--- config.mk ---
export PLATFORM = sky130hd
export DESIGN_NAME = qmi_cell
export DESIGN_NICKNAME = d
export VERILOG_FILES = /design/src/hw/rtl/qmi_pkg.sv /design/src/hw/rtl/qmi_cell.sv
export SDC_FILE = /design/constraint.sdc
export NUM_CORES = 1
export LEC_CHECK = 0
export CORE_MARGIN = 10
export CORE_UTILIZATION = 50
export CTS_CLUSTER_SIZE = 28
export DETAILED_ROUTE_END_ITERATION = 6
export DONT_BUFFER_PORTS = 1
export GPL_TIMING_DRIVEN = 0
export SLEW_MARGIN = 20
export SYNTH_ARGS = -nofsm -noshare
export SYNTH_HDL_FRONTEND = slang
export SYNTH_SLANG_ARGS = --single-unit
--- constraint.sdc ---
create_clock -name i_clk -period 2.5 [get_ports i_clk]
set_input_delay 0.625 -clock i_clk [delete_from_list [all_inputs] [get_ports i_clk]]
set_output_delay 0.625 -clock i_clk [all_outputs]
set_load 0.03 [all_outputs]
--- src/hw/rtl/qmi_pkg.sv ---
package qmi_pkg;

    localparam int QUEUE_DEPTH_DEF = 1024;
    localparam int ID_BITS_DEF     = 16;

    typedef enum logic [1:0] {
        FN_PUSH   = 2'd0,
        FN_INSERT = 2'd1,
        FN_POP    = 2'd2
    } t_func;

    typedef enum logic [1:0] {
        ST_PUSHED = 2'd0,
        ST_POPPED = 2'd1,
        ST_EMPTY  = 2'd2,
        ST_FULL   = 2'd3
    } t_status;

    typedef enum logic [1:0] {
        CELL_HOLD = 2'd0,
        CELL_POP  = 2'd1,
        CELL_INS  = 2'd2
    } t_cell_op;

endpackage

--- src/hw/rtl/qmi_cell.sv ---
module qmi_cell #(
    parameter int ID_BITS = qmi_pkg::ID_BITS_DEF,
    parameter int POS_W   = 11,
    parameter int INDEX   = 0
) (
    input  logic                 i_clk,
    input  qmi_pkg::t_cell_op    i_op,
    input  logic [POS_W-1:0]     i_pos,
    input  logic [ID_BITS-1:0]   i_id,
    input  logic [ID_BITS-1:0]   i_left,
    input  logic [ID_BITS-1:0]   i_right,
    output logic [ID_BITS-1:0]   o_val
);

    localparam logic [POS_W-1:0] MY_POS = POS_W'(INDEX);

    logic [ID_BITS-1:0] r_val;
    logic [ID_BITS-1:0] n_val;

    always_comb begin
        n_val = r_val;
        case (i_op)
            qmi_pkg::CELL_POP: begin
                n_val = i_right;
            end
            qmi_pkg::CELL_INS: begin
                if (MY_POS == i_pos) begin
                    n_val = i_id;
                end else if (MY_POS > i_pos) begin
                    n_val = i_left;
                end
            end
            default: begin
                n_val = r_val;
            end
        endcase
    end

    always_ff @(posedge i_clk) begin
        r_val <= n_val;
    end

    assign o_val = r_val;

endmodule

==> reports/qor_table.md <==
| Metric | This run |
|---|---|
| Kind of critical path | input pin to register |
| Gpl congestion | 0.691 |
| Data required time at the worst endpoint | 2.54 ns |
| Pwr/cell area | 524 nW/um^2 |
| CTS hold repair buffers | 0 |
| Residual DRC count | 0 |
| Count of flip-flops with a built-in enable after synthesis | 16 |
| Leakage component of the power | 0.424 nW |
| Routed WL | 2200 um |
| Syn-to-layout area delta | 7.48% |
| Kind of launch point of the worst setup path | input pin |
| Share of the clock period used by the worst path | 0.719 |
| Peak per-stage delay on the critical path | 0.37 ns |
| Port bufs | 0 |
| Pin slew with the least headroom to its limit | 0.329 ns |
| Total via count in the routed design | 558 |
| CTS H-tree lvls | 1 |
| Area fraction of the dominant cell type after synthesis | 0.479 |
| Leading cell types by total area after synthesis | sky130_fd_sc_hd__edfxtp_1 (48%), sky130_fd_sc_hd__mux2_2 (20%), sky130_fd_sc_hd__mux2_4 (13%) |
| Non-filler cells, final | 94 |
| Placement row count | 16 |
| GR Overflow Total | 0 |
| Overall track demand over capacity in global routing | 0.105 |
| Number of antenna cells inserted | 0 |
| TritonCTS Sinks | 16 |
| Critical Path Fanout Max | 10 |
| Buffers from clock root to sink, at most | 2 |
| Placeable core region | 1940 sq um |
| Post-synth ARST share | 0 |
| Vias per std cell | 5.94 |
| Number of DRC violations after detailed-routing iteration 0 | 17 |
| Final Worst Setup Slack | 0.701 ns |
| CTS tree | built |
| Post-CTS Setup Bufs | 0 |
| Synth cell types | 17 |
| Max_cap viols | 0 |
| Cts repair resizes | 0 |
| Share of layout cells above drive strength 1 | 0.582 |
| Worst vdd rail ir drop | 0.000257 V |
| Dpl ws | 0.362 ns |
| Io pins | 78 |
| Cells after synthesis | 62 |
| Total number of yosys warnings | 0 |
| Effective utilization at floorplan | 0.517 |
| Average wire per standard cell | 23.4 um |
| Post-synthesis net count | 124 |
| Die boundary height | 64.8 um |
| Flip-flop count of the largest register, all copies and words added | 16 |
| Setup TNS | 0 ns |
| Most common cell in the netlist | sky130_fd_sc_hd__mux2_2 |
| Crit path cell chain | nand2b_1 > buf_2 > buf_2 > mux2_2 > mux2_4 |
| Total CTS buffers | 3 |
| Dominant cell type by count on the critical path | sky130_fd_sc_hd__buf_2 |
| Antenna Violating Nets Remaining | 0 |
| Top cell type by total area after synthesis | sky130_fd_sc_hd__edfxtp_1 |
| Capturing element type of the critical path | register |
| Antenna violations before repair | 0 |
| Syn Std Cell Area | 1000 sq um |
| Root buf cell | sky130_fd_sc_hd__clkbuf_4 |
| Die W | 64.8 um |
| Count of final hold-check violations | 0 |
| Crit path DAT | 1.83 ns |
| Pre-Repair DR Iteration Count | 4 |
| Status | complete, no violations |
| Slew headroom | 0.779 |
| CTS clock-pin slew for the worst setup and hold paths | 0.09 ns |
| Unrepaired setup endpoints after global routing | no |
| Timing-limited maximum frequency | 0.556 GHz |
| Flip-flop and latch count after synthesis | 16 |
| Critical Path Slowest Stage Cell | sky130_fd_sc_hd__mux2_2 |
| Global-route wire length before repair | 3390 um |
| Type of the most critical hold path | input pin to register |
| Final Max Tran Viols | 0 |
| Share of the yosys chip area belonging to registers | 0.479 |
| Placed cells | 90 |
| Dominant synthesized flop cell | sky130_fd_sc_hd__edfxtp_1 |
| Layout net count | 130 |
| Final setup fails | 0 |
| Via count of the first global-routing pass | 687 |
| List of most frequent post-synthesis cells | sky130_fd_sc_hd__mux2_2 (18), sky130_fd_sc_hd__edfxtp_1 (16), sky130_fd_sc_hd__mux2_4 (9) |
| Largest net degree at the start of global routing | 12 |
| Tmin final | 1.80 ns |
| Tot Pwr | 565 uW |
| Area of the die | 4200 sq um |
| Mean area per synthesized cell | 16.2 sq um |
power by group:
part | total (mW) | internal [mW] | switching (mW)
logic | 0.0667 | 0.0440 | 0.0227
registers | 0.368 | 0.321 | 0.0467
clock network | 0.131 | 0.0577 | 0.0731
total | 0.565 | 0.423 | 0.142
area by class of cell:
type                    instances  area (sq um)
multi-input cells              41           498
plain buffers                   3          21.3
clock buffers                   3          22.5
clock inverters                 1          3.75
inverters                       2          7.51
well taps                      27          33.8
flip-flops and latches         16           480
repair buffers                  1          11.3
fillers                       177           863
logic make-up (layout without fill, tap and decap cells):
logic type	after synthesis	after routing	share of synthesized area
AOI/OAI and AO/OA	2	2	0.0137
buffers and inverters	5	10	0.0287
DFF	16	16	0.479
muxes	30	30	0.370
and+or+nand+nor	9	9	0.108
layout by cell type (no fill, tap or decap), drive strengths merged, types with 2 or more instances in the layout:
| cell | count |
|---|---|
| buf | 4 |
| clkbuf | 3 |
| edfxtp | 16 |
| inv | 2 |
| mux2 | 30 |
| nor4 | 2 |
path summary, 6_finish.rpt:
kind | endpoint | cells after the start | from
max | o_val[11]$_DFFE_PP_ | 5 | i_op[0]
min | o_val[1]$_DFFE_PP_ | 1 | i_id[1]
per-layer routing:
layer	track usage	vias up	wire length, um
met1	0.0934	256	738
li1	-	256	-
met2	0.166	42	1090
met4	0.0642	0	45
met3	0.0825	4	322
met5	0	-	0
metrics by stage:
stage	area (sq um)	util	hold WS, ns
floorplan	1000	-	0.825
global placement	1040	0.534	0.829
detailed placement	1050	0.542	0.831
CTS	1080	0.555	0.535
global route	1080	0.555	0.515
finish	1080	0.555	0.545
critical path: cells and delay by family:
family                 cells  cell delay [ns]
buffers and inverters      2             0.50
AND/OR/NAND/NOR            1             0.07
multiplexers               2             0.63
Note: power is estimated with default switching activity, not from simulation.
