==> config.mk <==
export PLATFORM = sky130hd
export DESIGN_NAME = qmi_ctrl
export DESIGN_NICKNAME = d
export VERILOG_FILES = /design/src/hw/rtl/qmi_pkg.sv /design/src/hw/rtl/qmi_ctrl.sv
export SDC_FILE = /design/constraint.sdc
export NUM_CORES = 1
export LEC_CHECK = 0
export ABC_CLOCK_PERIOD_IN_PS = 14800
export BUFFER_PORTS_ARGS = -buffer_cell sky130_fd_sc_hd__buf_2
export CAP_MARGIN = 20
export CORE_MARGIN = 2
export CORE_UTILIZATION = 45
export DETAILED_ROUTE_END_ITERATION = 16
export PLACE_DENSITY = 0.66
export SLEW_MARGIN = 15
export SYNTH_ARGS = -nofsm -noshare
export SYNTH_HDL_FRONTEND = slang
export SYNTH_SLANG_ARGS = --single-unit
==> constraint.sdc <==
create_clock -name i_clk -period 14.8 [get_ports i_clk]
set_clock_uncertainty 0.2 [all_clocks]
set_input_delay 4.44 -clock i_clk [delete_from_list [all_inputs] [get_ports i_clk]]
set_output_delay 4.44 -clock i_clk [all_outputs]
set_load 0.005 [all_outputs]
==> src/hw/rtl/qmi_pkg.sv <==
package qmi_pkg;

    localparam int QUEUE_DEPTH_DEF = 1024;
    localparam int ID_BITS_DEF     = 16;

    typedef enum logic [1:0] {
        FN_PUSH   = 2'd0,
        FN_INSERT = 2'd1,
        FN_POP    = 2'd2
    } t_func;

    typedef enum logic [1:0] {
        ST_PUSHED = 2'd0,
        ST_POPPED = 2'd1,
        ST_EMPTY  = 2'd2,
        ST_FULL   = 2'd3
    } t_status;

    typedef enum logic [1:0] {
        CELL_HOLD = 2'd0,
        CELL_POP  = 2'd1,
        CELL_INS  = 2'd2
    } t_cell_op;

endpackage

==> src/hw/rtl/qmi_ctrl.sv <==
module qmi_ctrl #(
    parameter int QUEUE_DEPTH = qmi_pkg::QUEUE_DEPTH_DEF,
    parameter int ID_BITS     = qmi_pkg::ID_BITS_DEF,
    localparam int HALF_DEPTH = (QUEUE_DEPTH + 1) / 2,
    localparam int CNT_W      = $clog2(HALF_DEPTH + 1),
    localparam int FILL_W     = $clog2(QUEUE_DEPTH + 1)
) (
    input  logic                 i_clk,
    input  logic                 i_rst_n,
    input  logic                 i_valid,
    input  logic [1:0]           i_func,
    output logic                 o_ready,
    input  logic [ID_BITS-1:0]   i_head_id,
    output qmi_pkg::t_cell_op    o_op,
    output logic [FILL_W-1:0]    o_pos,
    output logic                 o_valid,
    input  logic                 i_ready,
    output logic [ID_BITS-1:0]   o_popped_id,
    output qmi_pkg::t_status     o_status,
    output logic [FILL_W-1:0]    o_fill
);

    logic [CNT_W-1:0]   r_front_cnt;
    logic [CNT_W-1:0]   n_front_cnt;
    logic [CNT_W-1:0]   r_back_cnt;
    logic [CNT_W-1:0]   n_back_cnt;
    logic               r_out_valid;
    logic [ID_BITS-1:0] r_popped_id;
    qmi_pkg::t_status   r_status;
    logic [FILL_W-1:0]  r_fill;

    logic               w_accept;
    logic [FILL_W-1:0]  w_total;
    logic [ID_BITS-1:0] w_popped;
    qmi_pkg::t_status   w_status;
    logic [FILL_W-1:0]  w_fill;

    assign o_ready  = !r_out_valid || i_ready;
    assign w_accept = i_valid && o_ready;
    assign w_total  = FILL_W'(r_front_cnt) + FILL_W'(r_back_cnt);

    always_comb begin
        n_front_cnt = r_front_cnt;
        n_back_cnt  = r_back_cnt;
        o_op        = qmi_pkg::CELL_HOLD;
        o_pos       = w_total;
        w_status    = qmi_pkg::ST_PUSHED;
        w_popped    = '0;
        if (w_accept) begin
            case (qmi_pkg::t_func'(i_func))
                qmi_pkg::FN_POP: begin
                    if (r_front_cnt == '0) begin
                        w_status = qmi_pkg::ST_EMPTY;
                    end else begin
                        w_status    = qmi_pkg::ST_POPPED;
                        w_popped    = i_head_id;
                        o_op        = qmi_pkg::CELL_POP;
                        n_front_cnt = r_front_cnt - 1'b1;
                    end
                end
                default: begin
                    if (w_total >= FILL_W'(QUEUE_DEPTH) ||
                        r_back_cnt >= CNT_W'(HALF_DEPTH)) begin
                        w_status = qmi_pkg::ST_FULL;
                    end else begin
                        o_op       = qmi_pkg::CELL_INS;
                        o_pos      = (i_func == qmi_pkg::FN_PUSH) ? w_total
                                                                  : FILL_W'(r_front_cnt);
                        n_back_cnt = r_back_cnt + 1'b1;
                    end
                end
            endcase
            // rebalance: back head becomes front tail, order unchanged
            if (n_front_cnt < n_back_cnt && n_front_cnt < CNT_W'(HALF_DEPTH)) begin
                n_front_cnt = n_front_cnt + 1'b1;
                n_back_cnt  = n_back_cnt - 1'b1;
            end
        end
    end

    assign w_fill = FILL_W'(n_front_cnt) + FILL_W'(n_back_cnt);

    always_ff @(posedge i_clk) begin
        if (!i_rst_n) begin
            r_front_cnt <= '0;
            r_back_cnt  <= '0;
            r_out_valid <= 1'b0;
        end else begin
            r_front_cnt <= n_front_cnt;
            r_back_cnt  <= n_back_cnt;
            if (w_accept) begin
                r_out_valid <= 1'b1;
            end else if (i_ready) begin
                r_out_valid <= 1'b0;
            end
        end
    end

    always_ff @(posedge i_clk) begin
        if (w_accept) begin
            r_popped_id <= w_popped;
            r_status    <= w_status;
            r_fill      <= w_fill;
        end
    end

    assign o_valid     = r_out_valid;
    assign o_popped_id = r_popped_id;
    assign o_status    = r_status;
    assign o_fill      = r_fill;

endmodule

==> impl_metrics.csv, run 1 <==
group,metric,value,unit
logic_synthesis,ys_seq_elements,50,
logic_synthesis,async_flop_share,0,%
route,routed_wl,10500,µm
layout,antenna_cells,0,
critical_path,cp_slowest_cell,"mux2_2",
critical_path,worstSetupEndpointType,"primary output",
clocking,postCtsSetupBuffers,0,
critical_path,worstPathArrival,5.97,ns
clocking,clk_path_buf_depth,2,
pwr,power_frac_clock,9.8,%
hold_path,hold_path.class,"flop to flop",
logic_synthesis,syn_nets,523,
timing,rsz0062_at_grt,"no",
layout,drive_above_1_share,18.5,%
clocking,clkTransAtPathRegs,0.09,ns
global_route,grt-ovfl-total,0,
floorplan,die_h,99.2,µm
pwr,p_int,0.000515,W
logic_synthesis,netlist.area_leader.share,21.3,%
global_route,grt_antenna_before_repair,0,
layout,area_growth,12.3,%
pwr,total_power,0.000995,W
critical_path,crit_cells,8,
timing,hold_slack,0.326,ns
global_route,grt_max_degree,36,
clocking,worstSkewPairLatency,0.30,ns
pwr,switchingPower,0.000480,W
flow_run,drv_cap,0,
logic_synthesis,synth_cells,467,
route,drc,0,
clocking,cts_resized,0,
timing,min_period,10.61,ns
critical_path,critPathTopFamily,"buffers and inverters",
clocking,root_buffer,"clkbuf_8",
global_route,grt_usage,21.5,%
route,first_pass_iters,5,
floorplan,rows,34,
pwr,p_leak,2.09,nW
timing,period_share,71.7,%
pwr,power_switching_share,48.3,%
logic_synthesis,yosysSeqAreaShare,31.6,%
logic_synthesis,ys.warnings.count,0,
route,viasPerCell,5.78,
outcome,status,"finished, final reports clean",
layout,fin_nets,578,
global_route,grt_pass1_vias,3481,
critical_path,path_cells,"buf_2 > nand2b_1 > nand2_1 > buf_4 > nor4b_2 > buf_4 > mux2_2 > buf_2",
floorplan,die_area,9850,µm²
hold_path,min_path_cells,2,
critical_path,cpPeakStageDelay,0.35,ns
global_route,grt_pass1_wl,17000,µm
logic_synthesis,netlist_area,4080,µm²
timing,hold_viol,0,
timing,slew_headroom,47.1,%
logic_synthesis,synth.distinct_cells,58,
logic_synthesis,yosys.area.top_type,"edfxtp_1",
logic_synthesis,yosysMostFrequentCell,"nand2_1",
route,vias,3645,
logic_synthesis,yosys_most_used_dff,"edfxtp_1",
route,wl_per_cell,16.7,µm
timing,fin_setup_tns,0,ns
logic_synthesis,synth-edff-count,29,
pwr,power.density,217,nW/µm²
floorplan,coreArea,8760,µm²
route,ant_nets,0,
place,portBuffers,65,
clocking,cts-htree-levels,2,
critical_path,path_class,"input pin to primary output",
place,pre_cts_slack,4.18,ns
place,dp_cells,623,
logic_synthesis,avgSynthCellArea,8.74,µm²
pwr,ir_worst_vdd,0.154,mV
floorplan,die_w,99.2,µm
floorplan,top_level_ports,66,
clocking,numCtsBuffers,5,
clocking,cts_sinks,50,
timing,fmaxAchievable,94.3,MHz
pwr,p_seq_share,25.0,%
critical_path,crit_fanout,35,
critical_path,critPathRequiredTime,10.16,ns
place,dpl.hpwl,8120,µm
critical_path,reg2reg_depth,30,
timing,finalSetupViolCount,0,
pwr,combPwrFrac,65.2,%
layout,instances_no_fill,631,
route,drtIter0Drc,241,
floorplan,start_util,46.6,%
critical_path,cp-start-kind,"input pin",
logic_synthesis,yosys-top-cells-area,"edfxtp_1 21%, dfxtp_1 10%, ha_1 9.8%, xnor2_1 5.8%, nand2_1 4.4%",
critical_path,critPathBufInv,4,
logic_synthesis,synth.cells.most_frequent,"48 x nand2_1, 32 x ha_1, 30 x a21oi_1",
timing,fin_ws,4.19,ns
clocking,postCtsHoldBufs,0,
clocking,cts_tree,"done",
place,gp_congestion,0.922,
timing,worstMarginPinSlew,0.794,ns
timing,drv_slew,0,
-- worst paths after layout --
check        slack, ns                    to                     start
max               4.19              o_pos[1]                   i_ready
min               0.33  o_valid$_SDFFE_PN0P_      o_valid$_SDFFE_PN0P_
max reg2reg       7.42  o_fill[10]$_DFFE_PP_  r_back_cnt[0]$_SDFF_PN0_
min reg2reg       0.33  o_valid$_SDFFE_PN0P_      o_valid$_SDFFE_PN0P_
-- worst min-delay path, delay by kind of cell (launching register included) --
kind | cells | cell delay, ns
flip-flops | 1 | 0.32
AO/OA/AOI/OAI | 1 | 0.07
AND/OR/NAND/NOR | 1 | 0.09
-- state kept, by name, indices dropped and copies added, names as in the netlist --
signal / count
o_popped_id: 16
o_fill: 11
r_back_cnt: 10
r_front_cnt: 10
o_status: 2
o_valid: 1
-- metal layers --
metal | vias up | GRT usage [%] | part of all wire [%]
li1 | 1809 | - | -
met1 | 1693 | 29.2 | 45
met2 | 126 | 35.4 | 46
met3 | 17 | 2.81 | 7.1
met4 | 0 | 7.48 | 1.9
met5 | - | 0 | 0
-- through the flow --
stage,utilization [%],instance area (µm²)
6_report,52.3,4580
5_1_grt,52.3,4580
4_1_cts,52.3,4580
3_5_place_dp,51.0,4470
3_3_place_gp,51.0,4470
2_1_floorplan,-,4080
-- cell usage in the layout, fill, tap and decap left out, drive strengths merged, types with 9 or more instances in the layout --
cell type / n
xnor2: 27
and3: 27
nor2: 24
edfxtp: 29
dfxtp: 21
nand4: 10
nand3: 26
and2: 11
mux2i: 9
buf: 69
a21o: 11
nand2: 48
inv: 20
ha: 32
a21oi: 35
o21ai: 20
a31oi: 9
-- area by class of cell --
type | count | area, µm²
multi-input cells | 376 | 2620
flip-flops and latches | 50 | 1290
inverters | 20 | 75.1
clock inverters | 2 | 37.5
clock buffers | 6 | 72.6
repair buffers | 69 | 355
fillers | 833 | 4180
well taps | 108 | 135
-- logic make-up after synthesis --
| logic type | synth area share (%) |
|---|---|
| xor+xnor | 7.51 |
| compound gates | 16.9 |
| buf+inv | 4.45 |
| simple gates | 25.3 |
| mux | 3.40 |
| flops | 31.6 |
| fa+ha+maj | 10.8 |
-- power by group through the flow --
| stage | combinational (W) | sequential, W | clock (W) |
|---|---|---|---|
| finish | 0.000648 | 0.000249 | 0.0000978 |
| global route | 0.000721 | 0.000254 | 0.000105 |
| CTS | 0.000645 | 0.000247 | 0.0000992 |
| detailed placement | 0.000641 | 0.000251 | 0 |
| global placement | 0.000633 | 0.000250 | 0 |
| floorplan | 0.000530 | 0.000228 | 0 |
Power figures use the tool's default switching activity.
==> run 2: changes to the inputs <==
--- a/config.mk
+++ b/config.mk
@@ -5,13 +5,14 @@
 export SDC_FILE = /design/constraint.sdc
 export NUM_CORES = 1
 export LEC_CHECK = 0
-export ABC_CLOCK_PERIOD_IN_PS = 14800
+export ABC_AREA = 1
+export ABC_CLOCK_PERIOD_IN_PS = 9580
 export BUFFER_PORTS_ARGS = -buffer_cell sky130_fd_sc_hd__buf_2
 export CAP_MARGIN = 20
 export CORE_MARGIN = 2
 export CORE_UTILIZATION = 45
 export DETAILED_ROUTE_END_ITERATION = 16
-export PLACE_DENSITY = 0.66
+export PLACE_DENSITY = 0.68
 export SLEW_MARGIN = 15
 export SYNTH_ARGS = -nofsm -noshare
 export SYNTH_HDL_FRONTEND = slang
==> constraint.sdc (replaced) <==
create_clock -name i_clk -period 9.58 [get_ports i_clk]
set_clock_uncertainty 0.2 [all_clocks]
set_input_delay 2.874 -clock i_clk [delete_from_list [all_inputs] [get_ports i_clk]]
set_output_delay 2.874 -clock i_clk [all_outputs]
set_load 0.005 [all_outputs]
==> impl_metrics.csv, run 2 <==
group,metric,value,unit
logic_synthesis,yosys.area.top_type,"edfxtp_1",
floorplan,start_util,45.5,%
global_route,grt-ovfl-total,0,
timing,hold_viol,0,
pwr,power_frac_clock,7.7,%
timing,fmaxAchievable,120,MHz
floorplan,rows,37,
clocking,postCtsHoldBufs,0,
place,portBuffers,65,
logic_synthesis,syn_nets,733,
pwr,power.density,305,nW/µm²
global_route,grt_pass1_wl,19800,µm
layout,area_growth,10.8,%
pwr,p_leak,2.76,nW
timing,period_share,87.0,%
global_route,grt_pass1_vias,4178,
critical_path,path_class,"input pin to flop",
logic_synthesis,synth.cells.most_frequent,"176 x nand2_1, 104 x inv_1, 73 x nor2_1",
logic_synthesis,yosysMostFrequentCell,"nand2_1",
route,ant_nets,0,
clocking,postCtsSetupBuffers,0,
flow_run,drv_cap,0,
logic_synthesis,yosys_most_used_dff,"edfxtp_1",
floorplan,die_area,11100,µm²
logic_synthesis,async_flop_share,0,%
timing,worstMarginPinSlew,0.839,ns
timing,finalSetupViolCount,0,
global_route,grt_usage,22.1,%
route,drtIter0Drc,270,
floorplan,die_w,106,µm
floorplan,coreArea,10200,µm²
critical_path,critPathRequiredTime,9.45,ns
global_route,grt_max_degree,57,
clocking,numCtsBuffers,5,
layout,fin_nets,790,
pwr,p_seq_share,24.5,%
route,viasPerCell,5.14,
logic_synthesis,netlist.area_leader.share,18.8,%
route,vias,4474,
logic_synthesis,ys.warnings.count,0,
route,drc,0,
layout,largest_register_ff_count,16,
route,routed_wl,12200,µm
global_route,grt_antenna_before_repair,0,
outcome,status,"finished, final reports clean",
clocking,cts-htree-levels,2,
timing,min_period,8.33,ns
floorplan,top_level_ports,66,
place,gp_congestion,0.956,
critical_path,crit_path_frequent_cell,"inv_1",
timing,rsz0062_at_grt,"no",
logic_synthesis,netlist_area,4640,µm²
logic_synthesis,synth-edff-count,29,
timing,fin_setup_tns,0,ns
hold_path,hold_path.class,"flop to flop",
clocking,root_buffer,"clkbuf_8",
logic_synthesis,ys_seq_elements,50,
logic_synthesis,avgSynthCellArea,6.85,µm²
layout,final_common_cell,"nand2_1",
critical_path,crit_fanout,21,
route,wl_per_cell,14.0,µm
floorplan,die_h,106,µm
clocking,worstSkewPairLatency,0.31,ns
timing,drv_slew,0,
route,first_pass_iters,8,
pwr,combPwrFrac,67.8,%
clocking,cts_sinks,50,
timing,hold_slack,0.323,ns
pwr,ir_worst_vdd,0.116,mV
layout,antenna_cells,0,
clocking,cts_tree,"done",
logic_synthesis,yosys-top-cells-area,"edfxtp_1 19%, nand2_1 14%, dfxtp_1 9.1%, ha_1 8.6%, inv_1 8.4%",
critical_path,cpPeakStageDelay,0.50,ns
timing,slew_headroom,44.0,%
place,dpl.hpwl,9380,µm
pwr,p_int,0.000749,W
critical_path,worstPathArrival,8.20,ns
critical_path,cp-start-kind,"input pin",
layout,drive_above_1_share,20.0,%
pwr,switchingPower,0.000820,W
layout,final_cell_mix,"176 x nand2_1, 103 x inv_1, 73 x nor2_1",
critical_path,cp_slowest_cell,"nor2_2",
clocking,clkTransAtPathRegs,0.09,ns
logic_synthesis,synth.distinct_cells,39,
logic_synthesis,synth_cells,677,
logic_synthesis,yosysSeqAreaShare,27.8,%
clocking,cts_resized,0,
critical_path,worstSetupEndpointType,"flop",
clocking,clk_path_buf_depth,2,
pwr,power_switching_share,52.3,%
run 2: cell count changes after synthesis, sizes merged, moves of 8 or more:
cell / delta
mux2i: -9
a21oi: -9
xnor2: -23
nand3: +40
xor2: +20
or3: -8
nor2: +68
and2: -10
a21o: -10
nand2: +153
a31oi: -8
inv: +89
nand2b: -8
and3: -27
run 2: layout make-up:
| cell class | count | area, µm² |
|---|---|---|
| Inverter | 110 | 413 |
| Multi-Input combinational cell | 499 | 2830 |
| Timing Repair Buffer | 68 | 348 |
| Clock buffer | 5 | 68.8 |
| Clock inverter | 3 | 16.3 |
| Sequential cell | 50 | 1290 |
| Tap cell | 136 | 170 |
| Fill cell | 1037 | 5050 |
run 2: layer usage:
layer	share of wire, %	GRT usage (%)	up-vias
met1	43	27.4	2034
met5	0	0	-
met2	47	39.3	160
met4	3.9	9.12	0
li1	-	-	2244
met3	5.7	2.10	36
run 2: logic make-up after synthesis:
kind of cell	share of synthesized area (%)
xor+xnor	6.20
flops	27.8
fa+ha+maj	9.50
simple gates	39.2
compound gates	6.12
buf+inv	11.1
run 2: critical path: cells and delay by family:
| family | cells | cell delay [ns] |
|---|---|---|
| buffers and inverters | 7 | 0.49 |
| adder cells (fa/ha/maj) | 2 | 0.65 |
| AO/OA/AOI/OAI | 5 | 0.77 |
| AND/OR/NAND/NOR | 18 | 3.02 |
| XOR/XNOR | 2 | 0.40 |
run 2: final timing paths:
path | slack (ns) | to | cells after the start | start
worst max-delay path | 1.25 | o_fill[9]$_DFFE_PP_ | 34 | i_func[0]
worst min-delay path | 0.32 | o_valid$_SDFFE_PN0P_ | 2 | o_valid$_SDFFE_PN0P_
worst max register to register | 3.31 | o_fill[9]$_DFFE_PP_ | 39 | r_back_cnt[3]$_SDFF_PN0_
worst min register to register | 0.32 | o_valid$_SDFFE_PN0P_ | 2 | o_valid$_SDFFE_PN0P_
run 2: power groups by stage:
stage | clock network (W) | registers, W | logic (W)
after floorplan | 0 | 0.000358 | 0.000836
after global placement | 0 | 0.000384 | 0.00103
after detailed placement | 0 | 0.000388 | 0.00105
after CTS | 0.000122 | 0.000383 | 0.00106
after global routing | 0.000130 | 0.000389 | 0.00121
final | 0.000121 | 0.000384 | 0.00106
run 2: stage by stage:
stage / instance area (µm²) / total power [W] / worst slack, ns / util (%) / cells
finish: 5140 / 0.00157 / 1.25 / 50.5 / 871
global route: 5140 / 0.00173 / 0.649 / 50.5 / 871
CTS: 5140 / 0.00156 / 1.33 / 50.5 / 871
detailed placement: 5050 / 0.00144 / 1.03 / 49.6 / 863
global placement: 5050 / 0.00141 / 1.23 / 49.6 / 863
floorplan: 4640 / 0.00119 / 2.36 / - / 677
==> run 3: changes to the inputs <==
--- a/config.mk
+++ b/config.mk
@@ -9,9 +9,11 @@
 export ABC_CLOCK_PERIOD_IN_PS = 9580
 export BUFFER_PORTS_ARGS = -buffer_cell sky130_fd_sc_hd__buf_2
 export CAP_MARGIN = 20
+export CORE_ASPECT_RATIO = 1.25
 export CORE_MARGIN = 2
 export CORE_UTILIZATION = 45
 export DETAILED_ROUTE_END_ITERATION = 16
+export MAX_ROUTING_LAYER = met4
 export PLACE_DENSITY = 0.68
 export SLEW_MARGIN = 15
 export SYNTH_ARGS = -nofsm -noshare
==> impl_metrics.csv, run 3 (synthesized netlist as in run 2, its figures left out) <==
group,metric,value,unit
floorplan,die_area,11100,µm²
layout,area_growth,12.4,%
global_route,grt_pass1_wl,21000,µm
floorplan,top_level_ports,66,
hold_path,min_from,"o_valid$_SDFFE_PN0P_",
clocking,cts-htree-levels,2,
critical_path,critPathBufInv,7,
layout,antenna_cells,0,
layout,drive_above_1_share,20.3,%
layout,largest_register_ff_count,16,
critical_path,cpPeakStageDelay,0.52,ns
global_route,grt_usage,25.0,%
route,routed_wl,13100,µm
route,vias,4351,
timing,fmaxAchievable,120,MHz
timing,min_period,8.31,ns
critical_path,r2r_end,"o_fill[9]$_DFFE_PP_",
layout,fill_cells,1012,
clocking,postCtsHoldBufs,0,
floorplan,start_util,46.1,%
place,dp_cells,856,
critical_path,worstPathArrival,8.16,ns
flow_run,drv_cap,0,
critical_path,cp-start-kind,"input pin",
clocking,postCtsSetupBuffers,0,
critical_path,r2r-start,"r_back_cnt[4]$_SDFF_PN0_",
critical_path,reg2reg_depth,39,
global_route,grt_antenna_before_repair,0,
timing,drv_slew,0,
clocking,cts_sinks,50,
critical_path,crit_path_frequent_cell,"inv_1",
hold_path,hold_path_end,"o_valid$_SDFFE_PN0P_",
floorplan,die_w,94.8,µm
clocking,root_buffer,"clkbuf_16",
clocking,worstSkewPairLatency,0.29,ns
layout,instances_no_fill,864,
clocking,numCtsBuffers,5,
global_route,grt-ovfl-total,0,
pwr,ir_worst_vdd,0.143,mV
global_route,grt_pass1_vias,4103,
outcome,status,"finished, final reports clean",
critical_path,reg2reg_slack,3.39,ns
timing,period_share,86.8,%
critical_path,critPathTopFamily,"simple AND/OR/NAND/NOR gates",
route,wl_per_cell,15.2,µm
route,first_pass_iters,4,
clocking,cts_resized,0,
place,gp_congestion,0.975,
layout,final_cell_mix,"176 x nand2_1, 103 x inv_1, 73 x nor2_1",
clocking,cts_tree,"done",
route,drtIter0Drc,255,
pwr,p_leak,2.80,nW
hold_path,min_path_cells,2,
critical_path,critPathRequiredTime,9.43,ns
critical_path,cp_slowest_cell,"nor2_2",
timing,rsz0062_at_grt,"no",
timing,finalSetupViolCount,0,
critical_path,crit_fanout,21,
layout,fin_nets,790,
route,viasPerCell,5.04,
floorplan,die_h,118,µm
clocking,clkTransAtPathRegs,0.07,ns
critical_path,worstSetupEndpointType,"flop",
layout,final_common_cell,"nand2_1",
place,portBuffers,65,
floorplan,coreArea,10100,µm²
floorplan,rows,41,
global_route,grt_max_degree,57,
timing,fin_setup_tns,0,ns
route,ant_nets,0,
timing,worstMarginPinSlew,0.832,ns
timing,slew_headroom,44.5,%
clocking,clk_path_buf_depth,2,
route,drc,0,
timing,hold_viol,0,
critical_path,path_class,"input pin to flop",
hold_path,hold_path.class,"flop to flop",
pwr,power.density,319,nW/µm²
place,dpl.hpwl,10600,µm
## run 3: cell types whose count changed in the layout (fill, tap and decap cells not counted)
cell and change:
clkinv_1 -2, inv_6 +1, clkinv_4 -1, clkbuf_8 -5, bufinv_16 +1, clkinv_2 +1
clkbuf_16 +5
## run 3: cell type report
class	instances	area, µm²	share of cell area (%)
Tap cell	129	161	3.10
Clock inverter	3	43.8	0.840
Multi-Input combinational cell	499	2830	54.3
Timing Repair Buffer	68	348	6.67
Sequential cell	50	1290	24.8
Inverter	110	413	7.92
Clock buffer	5	125	2.40
## run 3: stage by stage
| stage | area (µm²) | power [W] | hold WS (ns) | setup slack [ns] | utilization [%] |
|---|---|---|---|---|---|
| after floorplan | 4640 | 0.00119 | 0.320 | 2.36 | - |
| after global placement | 5040 | 0.00145 | 0.307 | 1.13 | 50.2 |
| after detailed placement | 5040 | 0.00146 | 0.335 | 1.01 | 50.2 |
| after CTS | 5210 | 0.00167 | 0.343 | 1.28 | 51.9 |
| after global routing | 5210 | 0.00184 | 0.370 | 0.682 | 51.9 |
| final | 5210 | 0.00166 | 0.344 | 1.27 | 51.9 |
## run 3: worst max-delay path by stage
stage / from / to / slack (ns) / depth (start not counted)
after floorplan: i_func[1] / o_fill[9]$_DFFE_PP_ / 2.36 / 35
after global placement: i_func[0] / o_fill[9]$_DFFE_PP_ / 1.13 / 34
after detailed placement: i_func[0] / o_fill[9]$_DFFE_PP_ / 1.01 / 34
after CTS: i_func[0] / o_fill[9]$_DFFE_PP_ / 1.28 / 34
after global routing: i_func[0] / o_fill[9]$_DFFE_PP_ / 0.68 / 34
final: i_func[0] / o_fill[9]$_DFFE_PP_ / 1.27 / 34
## run 3: routing by layer
layer	vias up	global-route usage (%)	part of all wire (%)
met1	1988	30.1	41
li1	2251	-	-
met5	-	-	0
met4	0	8.70	2.7
met3	16	2.30	4.4
met2	96	43.2	51
## run 3: worst reg2reg max path: cells and delay by family (launching register included)
family	cells	cell delay, ns
AOI/OAI and AO/OA	5	0.73
xor gates and xnor gates	1	0.14
adders and majority gates	3	1.00
buffers and inverters	8	0.45
DFF	1	0.61
and+or+nand+nor	22	2.84
## run 3: report_power, final
group / internal [W] / leakage (nW) / total (W) / switching (W)
Clock: 0.000124 / 0.0842 / 0.000199 / 0.0000759
Combinational: 0.000390 / 2.25 / 0.00108 / 0.000689
Sequential: 0.000311 / 0.463 / 0.000385 / 0.0000742
